[src/rtl/itp_pkg.sv]
`timescale 1ns / 1ps
package itp_pkg;
    localparam int SLOTS_DEFAULT = 1024;
    localparam int OP_W = 6;
    localparam int SLOT_W = 10;
    localparam int FLT_W = 32;
    localparam int CFG_IDX_W = 8;
    localparam int EPOCH_W = 8;

    typedef enum logic [CFG_IDX_W-1:0] {
        REG_MIN_CODE    = 8'd0,
        REG_MAX_CODE    = 8'd1,
        REG_PASS_A_CODE = 8'd2,
        REG_PASS_B_CODE = 8'd3
    } cfg_reg_t;

    typedef enum logic {
        ST_CLEAR = 1'b0,
        ST_RUN   = 1'b1
    } itp_state_t;

    typedef struct packed {
        logic          first_of_pass;
        logic [5:0]    opcode;
        logic [9:0]    clause_slot;
        logic [9:0]    slot_a;
        logic [9:0]    slot_b;
        logic [31:0]   a_lower;
        logic [31:0]   a_upper;
        logic [31:0]   b_lower;
        logic [31:0]   b_upper;
    } clause_t;
endpackage

[src/rtl/itp_fge.sv]
`timescale 1ns / 1ps
module itp_fge
    import itp_pkg::*;
(
    input  logic [FLT_W-1:0] x,
    input  logic [FLT_W-1:0] y,
    output logic             ge
);
    logic [FLT_W-1:0] kx;
    logic [FLT_W-1:0] ky;
    logic             x_nan;
    logic             y_nan;
    logic             both_zero;

    always_comb
    begin
        x_nan = x[FLT_W-2:0] > 31'h7f800000;
        y_nan = y[FLT_W-2:0] > 31'h7f800000;
        both_zero = (x[FLT_W-2:0] == '0) && (y[FLT_W-2:0] == '0);
        kx = x[FLT_W-1] ? ~x : {1'b1, x[FLT_W-2:0]};
        ky = y[FLT_W-1] ? ~y : {1'b1, y[FLT_W-2:0]};
        if (x_nan || y_nan)
        begin
            ge = 1'b0;
        end
        else if (both_zero)
        begin
            ge = 1'b1;
        end
        else
        begin
            ge = kx >= ky;
        end
    end
endmodule

[config.mk]
export PLATFORM = sky130hd
export DESIGN_NAME = itp_fge
export DESIGN_NICKNAME = d
export VERILOG_FILES = /design/src/rtl/itp_pkg.sv /design/src/rtl/itp_fge.sv
export SDC_FILE = /design/constraint.sdc
export NUM_CORES = 1
export LEC_CHECK = 0
export BUFFER_PORTS_ARGS = -buffer_cell sky130_fd_sc_hd__buf_2
export CAP_MARGIN = 15
export CORE_MARGIN = 2
export CORE_UTILIZATION = 50
export DETAILED_ROUTE_END_ITERATION = 10
export GPL_TIMING_DRIVEN = 0
export PLACE_DENSITY = 0.84
export SLEW_MARGIN = 20
export SYNTH_ARGS = -nofsm -noshare
export SYNTH_HDL_FRONTEND = slang
export SYNTH_SLANG_ARGS = --single-unit
[constraint.sdc]
create_clock -name vclk -period 2.78
set_input_delay 0.417 -clock vclk [all_inputs]
set_output_delay 0.417 -clock vclk [all_outputs]
set_load 0.05 [all_outputs]
==> results of run 1 <==
## where the power goes
group	switching, uW	total [uW]	internal [uW]
Sequential	0	0	0
Combinational	215	418	203
Clock	0	0	0
Total	215	418	203
## cells by family (layout without fill, tap and decap cells)
family,count (synthesis),after routing,share of synthesized area
AO/OA/AOI/OAI,25,25,0.114
XOR/XNOR,62,62,0.375
adder cells (fa/ha/maj),32,32,0.277
buffers and inverters,10,79,0.0311
AND/OR/NAND/NOR,51,51,0.202
## final cells by class
type	instances	share of cell area
multi-input cells	170	0.734
repair buffers	69	0.180
plain buffers	8	0.0641
well taps	31	0.0189
inverters	2	0.00367
## layer usage
metal | GRT usage | up-vias
met1 | 0.314 | 712
met3 | 0.0112 | 8
met2 | 0.474 | 73
met4 | 0.0565 | 0
met5 | 0 | -
li1 | - | 812
## critical path: stages
cell and delay, ns:
buf_6 0.09, clkbuf_8 0.15, buf_12 0.14, xnor2_2 0.12, ha_1 0.30, nand4_1 0.20, or3_4 0.45, nor3_4 0.13
o41ai_2 0.11, a311oi_4 0.28, buf_6 0.20
## Yosys cell counts
master	number	area, sq um
ha_1	32	400
xnor2_1	31	272
xor2_1	31	272
nor4_1	14	87.6
a21oi_1	11	55.1
nand4_1	11	68.8
buf_2	6	30.0
nand2_1	6	22.5
nand3_1	5	25.0
nor3_1	5	25.0
nor2_1	4	15.0
a21o_1	3	22.5
and4_1	3	26.3
o21ai_0	3	15.0
a211oi_1	2	15.0
clkbuf_1	2	7.51
inv_1	2	7.51
a21boi_0	1	7.51
a221o_1	1	10.0
a311oi_1	1	8.76
a311oi_2	1	15.0
nand2b_1	1	6.26
nor3_2	1	10.0
o31ai_1	1	7.51
o41ai_1	1	8.76
or3_1	1	6.26
## through the flow
| step | cell area, sq um | setup TNS [ns] | instances | worst slack, ns | hold WS, ns |
|---|---|---|---|---|---|
| final | 2050 | -0.236 | 280 | -0.236 | 1.50 |
| after CTS | 1990 | -0.225 | 280 | -0.225 | 1.49 |
| after floorplan | 1530 | -0.0642 | 180 | -0.0642 | 1.29 |
| after global routing | 2050 | -0.319 | 280 | -0.319 | 1.53 |
| after detailed placement | 1890 | -0.332 | 275 | -0.332 | 1.57 |
| after global placement | 1890 | -0.302 | 275 | -0.302 | 1.57 |
## repair_timing
item / in CTS / in global routing
resized for setup: 13 / 10
hold buffers: 0 / 0
setup endpoints to repair: 1 / 1
pin swaps: 8 / 9
buffers inserted: 5 / 0
## final timing paths
path / cells after the start / startpoint / to / slack [ns]
max: 11 / y[31] / ge / -0.24
min: 5 / y[30] / ge / 1.50
==> results.cfg, run 1 <==
[layout]
nClkBuffers = 0
drive_above_1_share = 0.361
multi_input_area_sq_mm = 0.00150
n_antenna_cell = 0
final_common_cell = buf_2
regArea_sq_um = 0
nets = 347
syn_to_final_growth_pct = 41.6
nFillCells = 227
layout_common_cells = buf_2 (63), xor2_1 (31), ha_1 (31)
utilization = 0.743
seq_cells = 0

[routing]
drc = 0
drt-initial-drc-count = 63
wl_met1_um = 1650
via_per_inst = 5.73
ant_nets = 0
firstDrtPassIters = 4
dr_wl_met2_um = 2190
vias = 1605
wirelength_um = 4190
wire_per_inst_um = 14.9
topRoutingLayerUsed = met4
dr_wl_met3_um = 271

[synth]
yosysSeqAreaShare = 0
synth.distinct_cells = 26
syn_area_per_cell_sq_um = 8.04
syn_inst = 180
synth_area_sq_mm = 0.00145
synth_nets = 276
ys_warn_count = 0

[power_and_ir_drop]
peakVddDrop_uv = 170
power_uw = 418
leakage_uw = 0.000950
power-per-cell-area_mw_per_mm2 = 204

[placed_design]
gp_congestion = 0.803
io_buffers = 64
hpwl_um = 3230

[run_status]
status = finished, violations left
violations = negative setup slack

[floorplanning]
start_util = 0.525
die_area_sq_mm = 0.00334
die_h_um = 57.8
core_area_sq_mm = 0.00276
die_x_um = 57.8
ios = 65
row_count = 19

[timing]
finalHoldViolations = 0
setup_ws_ns = -0.236
period_share = 1.08
setup_viol = 1
maxSlewViolCount = 0
worst_slew_pin_slew_ns = 0.409
relSlewSlack = 0.725
fin_crit_ns = 3.02
fmax_mhz = 332
rsz0062_at_grt = true

[critical_path]
arrival_ns = 2.60
crit_path_end_kind = primary output
crit_fanout = 6
startpoint_type = primary input
cp_data_required_time_ns = 2.36
crit_type = primary input to primary output

[global_routing]
grt_overflow = 0
antenna_found_initial = 0
grt_first_pass_wirelength_um = 6870
grt_max_degree = 11
grt_use_total = 0.252
grt_pass1_vias = 1672

[flow_run]
drv_cap = 0

[hold_path]
hold_path.class = primary input to primary output
Note: power is estimated with default switching activity, not from simulation.
==> run 2, diff against run 1 <==
Settings changed: ABC_AREA set to 1, PLACE_DENSITY 0.84 to 0.81.
==> run 2 against run 1 <==
- the flow now finishes without violations
- sequential share of layout area unchanged
- non-clock buffer count down 6
- critical path depth up 3
- clock-buffer cell count unchanged
- hold slack worse by 0.095 ns
- cell count up 41%
- die area up 21%
- total power down 2.7%
- sequential cell count unchanged
- area after synthesis up 22%
==> results.cfg, run 2 <==
[global_routing]
grt_overflow = 0
grt_max_degree = 11
grt_use_total = 0.203
grt_first_pass_wirelength_um = 7080
use_met3 = 0.00536
met1_usage = 0.257
grt_pass1_vias = 1821
use_met2 = 0.396
antenna_found_initial = 0
grt.busiest_layer = met2

[routing]
drt-initial-drc-count = 60
ant_nets = 0
vias = 1866
via_per_inst = 4.74
drc = 0
firstDrtPassIters = 4
wirelength_um = 3910
wire_per_inst_um = 9.92

[floorplanning]
die_h_um = 63.5
start_util = 0.526
core_area_sq_mm = 0.00336
die_area_sq_mm = 0.00403
ios = 65
row_count = 21
die_x_um = 63.5

[layout]
drive_above_1_share = 0.230
regArea_sq_um = 0
layout_common_cells = buf_2 (64), nand2_1 (61), inv_1 (39)
syn_to_final_growth_pct = 21.9
final_area_sq_mm = 0.00216
n_antenna_cell = 0
seq_cells = 0
nets = 446
nClkBuffers = 0
final_common_cell = buf_2

[timing]
setup_tns_ns = 0
period_share = 0.938
worst_slew_pin_slew_ns = 0.211
maxSlewViolCount = 0
fin_crit_ns = 2.61
setup_ws_ns = 0.173
finalHoldViolations = 0
setup_viol = 0
fmax_mhz = 384
relSlewSlack = 0.858
rsz0062_at_grt = false

[synth]
synth.distinct_cells = 24
ys_warn_count = 0
yosys-top-cells-count = nand2_1 (61), inv_1 (39), nor2_1 (36)
synth_nets = 381
synth_top_area_frac = 0.226
synth_area_leaders = ha_1 (23%), xnor2_1 (15%), xor2_1 (15%)
syn_area_per_cell_sq_um = 6.21
yosysSeqAreaShare = 0
syn_inst = 285
yosysTopAreaCell = ha_1
yosysMostFrequentCell = nand2_1
synth_area_sq_mm = 0.00177

[power_and_ir_drop]
power-per-cell-area_mw_per_mm2 = 188
p_sw_frac = 0.542
peakVddDrop_uv = 87.1
seqPwrFrac = 0
p_comb_frac = 1.000
leakage_uw = 0.00119
clkPwrFrac = 0
p_int_uw = 186
netSwitchingPower_uw = 221

[critical_path]
crit_fanout = 10
crit_type = primary input to primary output
arrival_ns = 2.19
cp_data_required_time_ns = 2.36
startpoint_type = primary input
crit_path_end_kind = primary output

[hold_path]
hold_path.class = primary input to primary output

[placed_design]
hpwl_um = 3480
gp_congestion = 0.865
io_buffers = 64
placedInstanceArea_sq_mm = 0.00215
preCtsSetupSlack_ns = 0.000282

[run_status]
status = finished clean

[flow_run]
drv_cap = 0
run 2: cell count changes after synthesis, sizes merged, moves of 3 or more:
cell | before | now
a21oi | 11 | 14
and2 | 0 | 3
and4 | 3 | 0
inv | 2 | 42
nand2 | 6 | 63
nor2 | 4 | 39
nor4 | 14 | 0
run 2: power by group through the flow:
stage / clock network, uW / registers, uW / logic (uW)
final: 0 / 0 / 407
after floorplan: 0 / 0 / 281
after global placement: 0 / 0 / 390
after CTS: 0 / 0 / 408
after detailed placement: 0 / 0 / 404
after global routing: 0 / 0 / 472
run 2: final cells by class:
| cell class | instances | area, sq um |
|---|---|---|
| multi-input cells | 234 | 1560 |
| plain buffers | 7 | 61.3 |
| fillers | 343 | 1200 |
| well taps | 46 | 57.6 |
| repair buffers | 64 | 323 |
| inverters | 43 | 161 |
run 2: final timing paths:
kind | from | cells past startpoint | slack [ns] | end
min | x[21] | 7 | 1.40 | ge
max | x[31] | 14 | 0.17 | ge
run 2: logic make-up (layout without fill, tap and decap cells):
| kind of cell | Yosys count | in the layout | share of synthesized area |
|---|---|---|---|
| adders and majority gates | 32 | 32 | 0.226 |
| and+or+nand+nor | 122 | 122 | 0.291 |
| buffers and inverters | 51 | 114 | 0.122 |
| AOI/OAI and AO/OA | 18 | 18 | 0.0544 |
| xor gates and xnor gates | 62 | 62 | 0.307 |
run 2: critical path, cell delays in order:
cell and delay, ns:
buf_2 0.14, buf_4 0.20, xor2_1 0.17, ha_1 0.30, nand2_1 0.07, nor2_1 0.14
and2_1 0.14, nor2_1 0.04, nand2_1 0.06, nand2_1 0.05, nand2_1 0.06, nand2_1 0.06
a21oi_2 0.14, buf_4 0.21
run 2: stage by stage:
stage	power, uW	hold WS [ns]	std cells	utilization
CTS	408	1.41	395	0.640
finish	407	1.40	394	0.642
floorplan	281	1.12	285	-
detailed placement	404	1.43	395	0.639
global route	472	1.47	394	0.642
global placement	390	1.42	395	0.639
run 2: repair_timing:
action,CTS,global route
resized for setup,1,3
setup endpoints to repair,1,1
hold buffers,0,0
setup buffers,0,0
run 2: metal layers:
layer / part of all wire / vias to the layer above
met5: 0 / -
met1: 0.47 / 805
met3: 0.048 / 2
met4: 0.0026 / 0
met2: 0.48 / 50
li1: - / 1009
==> run 3, diff against run 2 <==
Settings changed: BUFFER_PORTS_ARGS -buffer_cell sky130_fd_sc_hd__buf_2 to -buffer_cell sky130_fd_sc_hd__clkbuf_2.
==> run 3 against run 2 <==
- via count shrank 0.32%
- combinational power down 1%
- worst setup slack lost 0.024 ns
- sequential share of layout area stayed put
- clock-buffer cell count unchanged
- critical path type unchanged
- largest cell class unchanged
- largest power group unchanged
- highest routed layer is now met3
==> results.cfg, run 3 (synthesis gave the netlist of run 2 again) <==
[run_status]
status = finished clean

[timing]
relSlewSlack = 0.866
setup_ws_ns = 0.149
worst_slew_pin_slew_ns = 0.201
finalHoldViolations = 0
rsz0062_at_grt = false
maxSlewViolCount = 0
period_share = 0.947
setup_tns_ns = 0
setup_viol = 0
fin_crit_ns = 2.63
fmax_mhz = 380

[floorplanning]
ios = 65
die_area_sq_mm = 0.00403
die_x_um = 63.5
core_area_sq_mm = 0.00336
row_count = 21
start_util = 0.526
die_h_um = 63.5

[layout]
nets = 446
utilization = 0.642
seq_cells = 0
final_common_cell = clkbuf_2
final_area_sq_mm = 0.00216
nClkBuffers = 0
syn_to_final_growth_pct = 21.9
fin_cells = 394
n_antenna_cell = 0
layout_common_cells = clkbuf_2 (63), nand2_1 (61), inv_1 (39)
drive_above_1_share = 0.230
regArea_sq_um = 0
nFillCells = 353

[cts]
postCtsHoldBufs = 0
cts_post_setup_buffers_inserted = 0
cts_resized = 0

[critical_path]
crit_fanout = 10
crit_type = primary input to primary output
cp_data_required_time_ns = 2.36
startpoint_type = primary input
arrival_ns = 2.21
crit_path_end_kind = primary output

[power_and_ir_drop]
p_int_uw = 185
power-per-cell-area_mw_per_mm2 = 186
netSwitchingPower_uw = 217
peakVddDrop_uv = 84.3
p_comb_frac = 1.000
p_sw_frac = 0.541
seqPwrFrac = 0
clkPwrFrac = 0
leakage_uw = 0.00120

[global_routing]
grt_first_pass_wirelength_um = 6930
grt_use_total = 0.201
grt_max_degree = 11
grt_pass1_vias = 1776
antenna_found_initial = 0
grt_overflow = 0

[routing]
dr_wl_met2_um = 1850
ant_nets = 0
wire_per_inst_um = 9.80
drc = 0
wl_met1_um = 1890
firstDrtPassIters = 4
via_per_inst = 4.72
dr_wl_met3_um = 129
drt-initial-drc-count = 61
wirelength_um = 3860
topRoutingLayerUsed = met3
vias = 1860

[placed_design]
gp_congestion = 0.839
placedInstanceArea_sq_mm = 0.00215
io_buffers = 64
hpwl_um = 3460
preCtsSetupSlack_ns = 0.0241
placedCellCount = 395

[flow_run]
drv_cap = 0

[hold_path]
hold_path.class = primary input to primary output
min_path_cells = 7
==> run 3: cell types whose count changed in the layout (fill, tap and decap cells not counted) <==
cell      previous run  this run
buf_2               64         1
buf_4                4         3
clkbuf_2             0        63
clkbuf_4             0         1
==> run 3: final timing paths <==
path | slack (ns) | from | to
setup / recovery | 0.15 | x[31] | ge
hold / removal | 1.43 | x[20] | ge
==> run 3: cell type report <==
type / instances / area, sq um / share of cell area
plain buffers: 7 / 61.3 / 0.0284
well taps: 46 / 57.6 / 0.0267
repair buffers: 64 / 323 / 0.150
inverters: 43 / 161 / 0.0748
multi-input cells: 234 / 1560 / 0.721
==> run 3: routing by layer <==
metal	GRT usage	up-vias
met5	0	-
met4	0	0
met3	0.00357	0
met2	0.379	31
met1	0.270	811
li1	-	1018
==> run 3: metrics by stage <==
step	hold slack, ns	total power [uW]
6_report	1.43	402
4_1_cts	1.46	402
5_1_grt	1.51	471
3_5_place_dp	1.46	399
3_3_place_gp	1.45	390
2_1_floorplan	1.12	281
==> run 3: worst max-delay path: stages <==
cell and delay, ns:
buf_2 0.14, buf_4 0.20, xor2_1 0.17, ha_1 0.30, nand2_1 0.07, nor2_1 0.13, and2_1 0.14, nor2_1 0.04
nand2_1 0.06, nand2_1 0.05, nand2_1 0.06, nand2_1 0.06, a21oi_2 0.14, clkbuf_4 0.24
==> run 3: power groups by stage <==
stage	combinational, uW	clock, uW	sequential (uW)
after floorplan	281	0	0
after global placement	390	0	0
after detailed placement	399	0	0
after CTS	402	0	0
after global routing	471	0	0
final	402	0	0
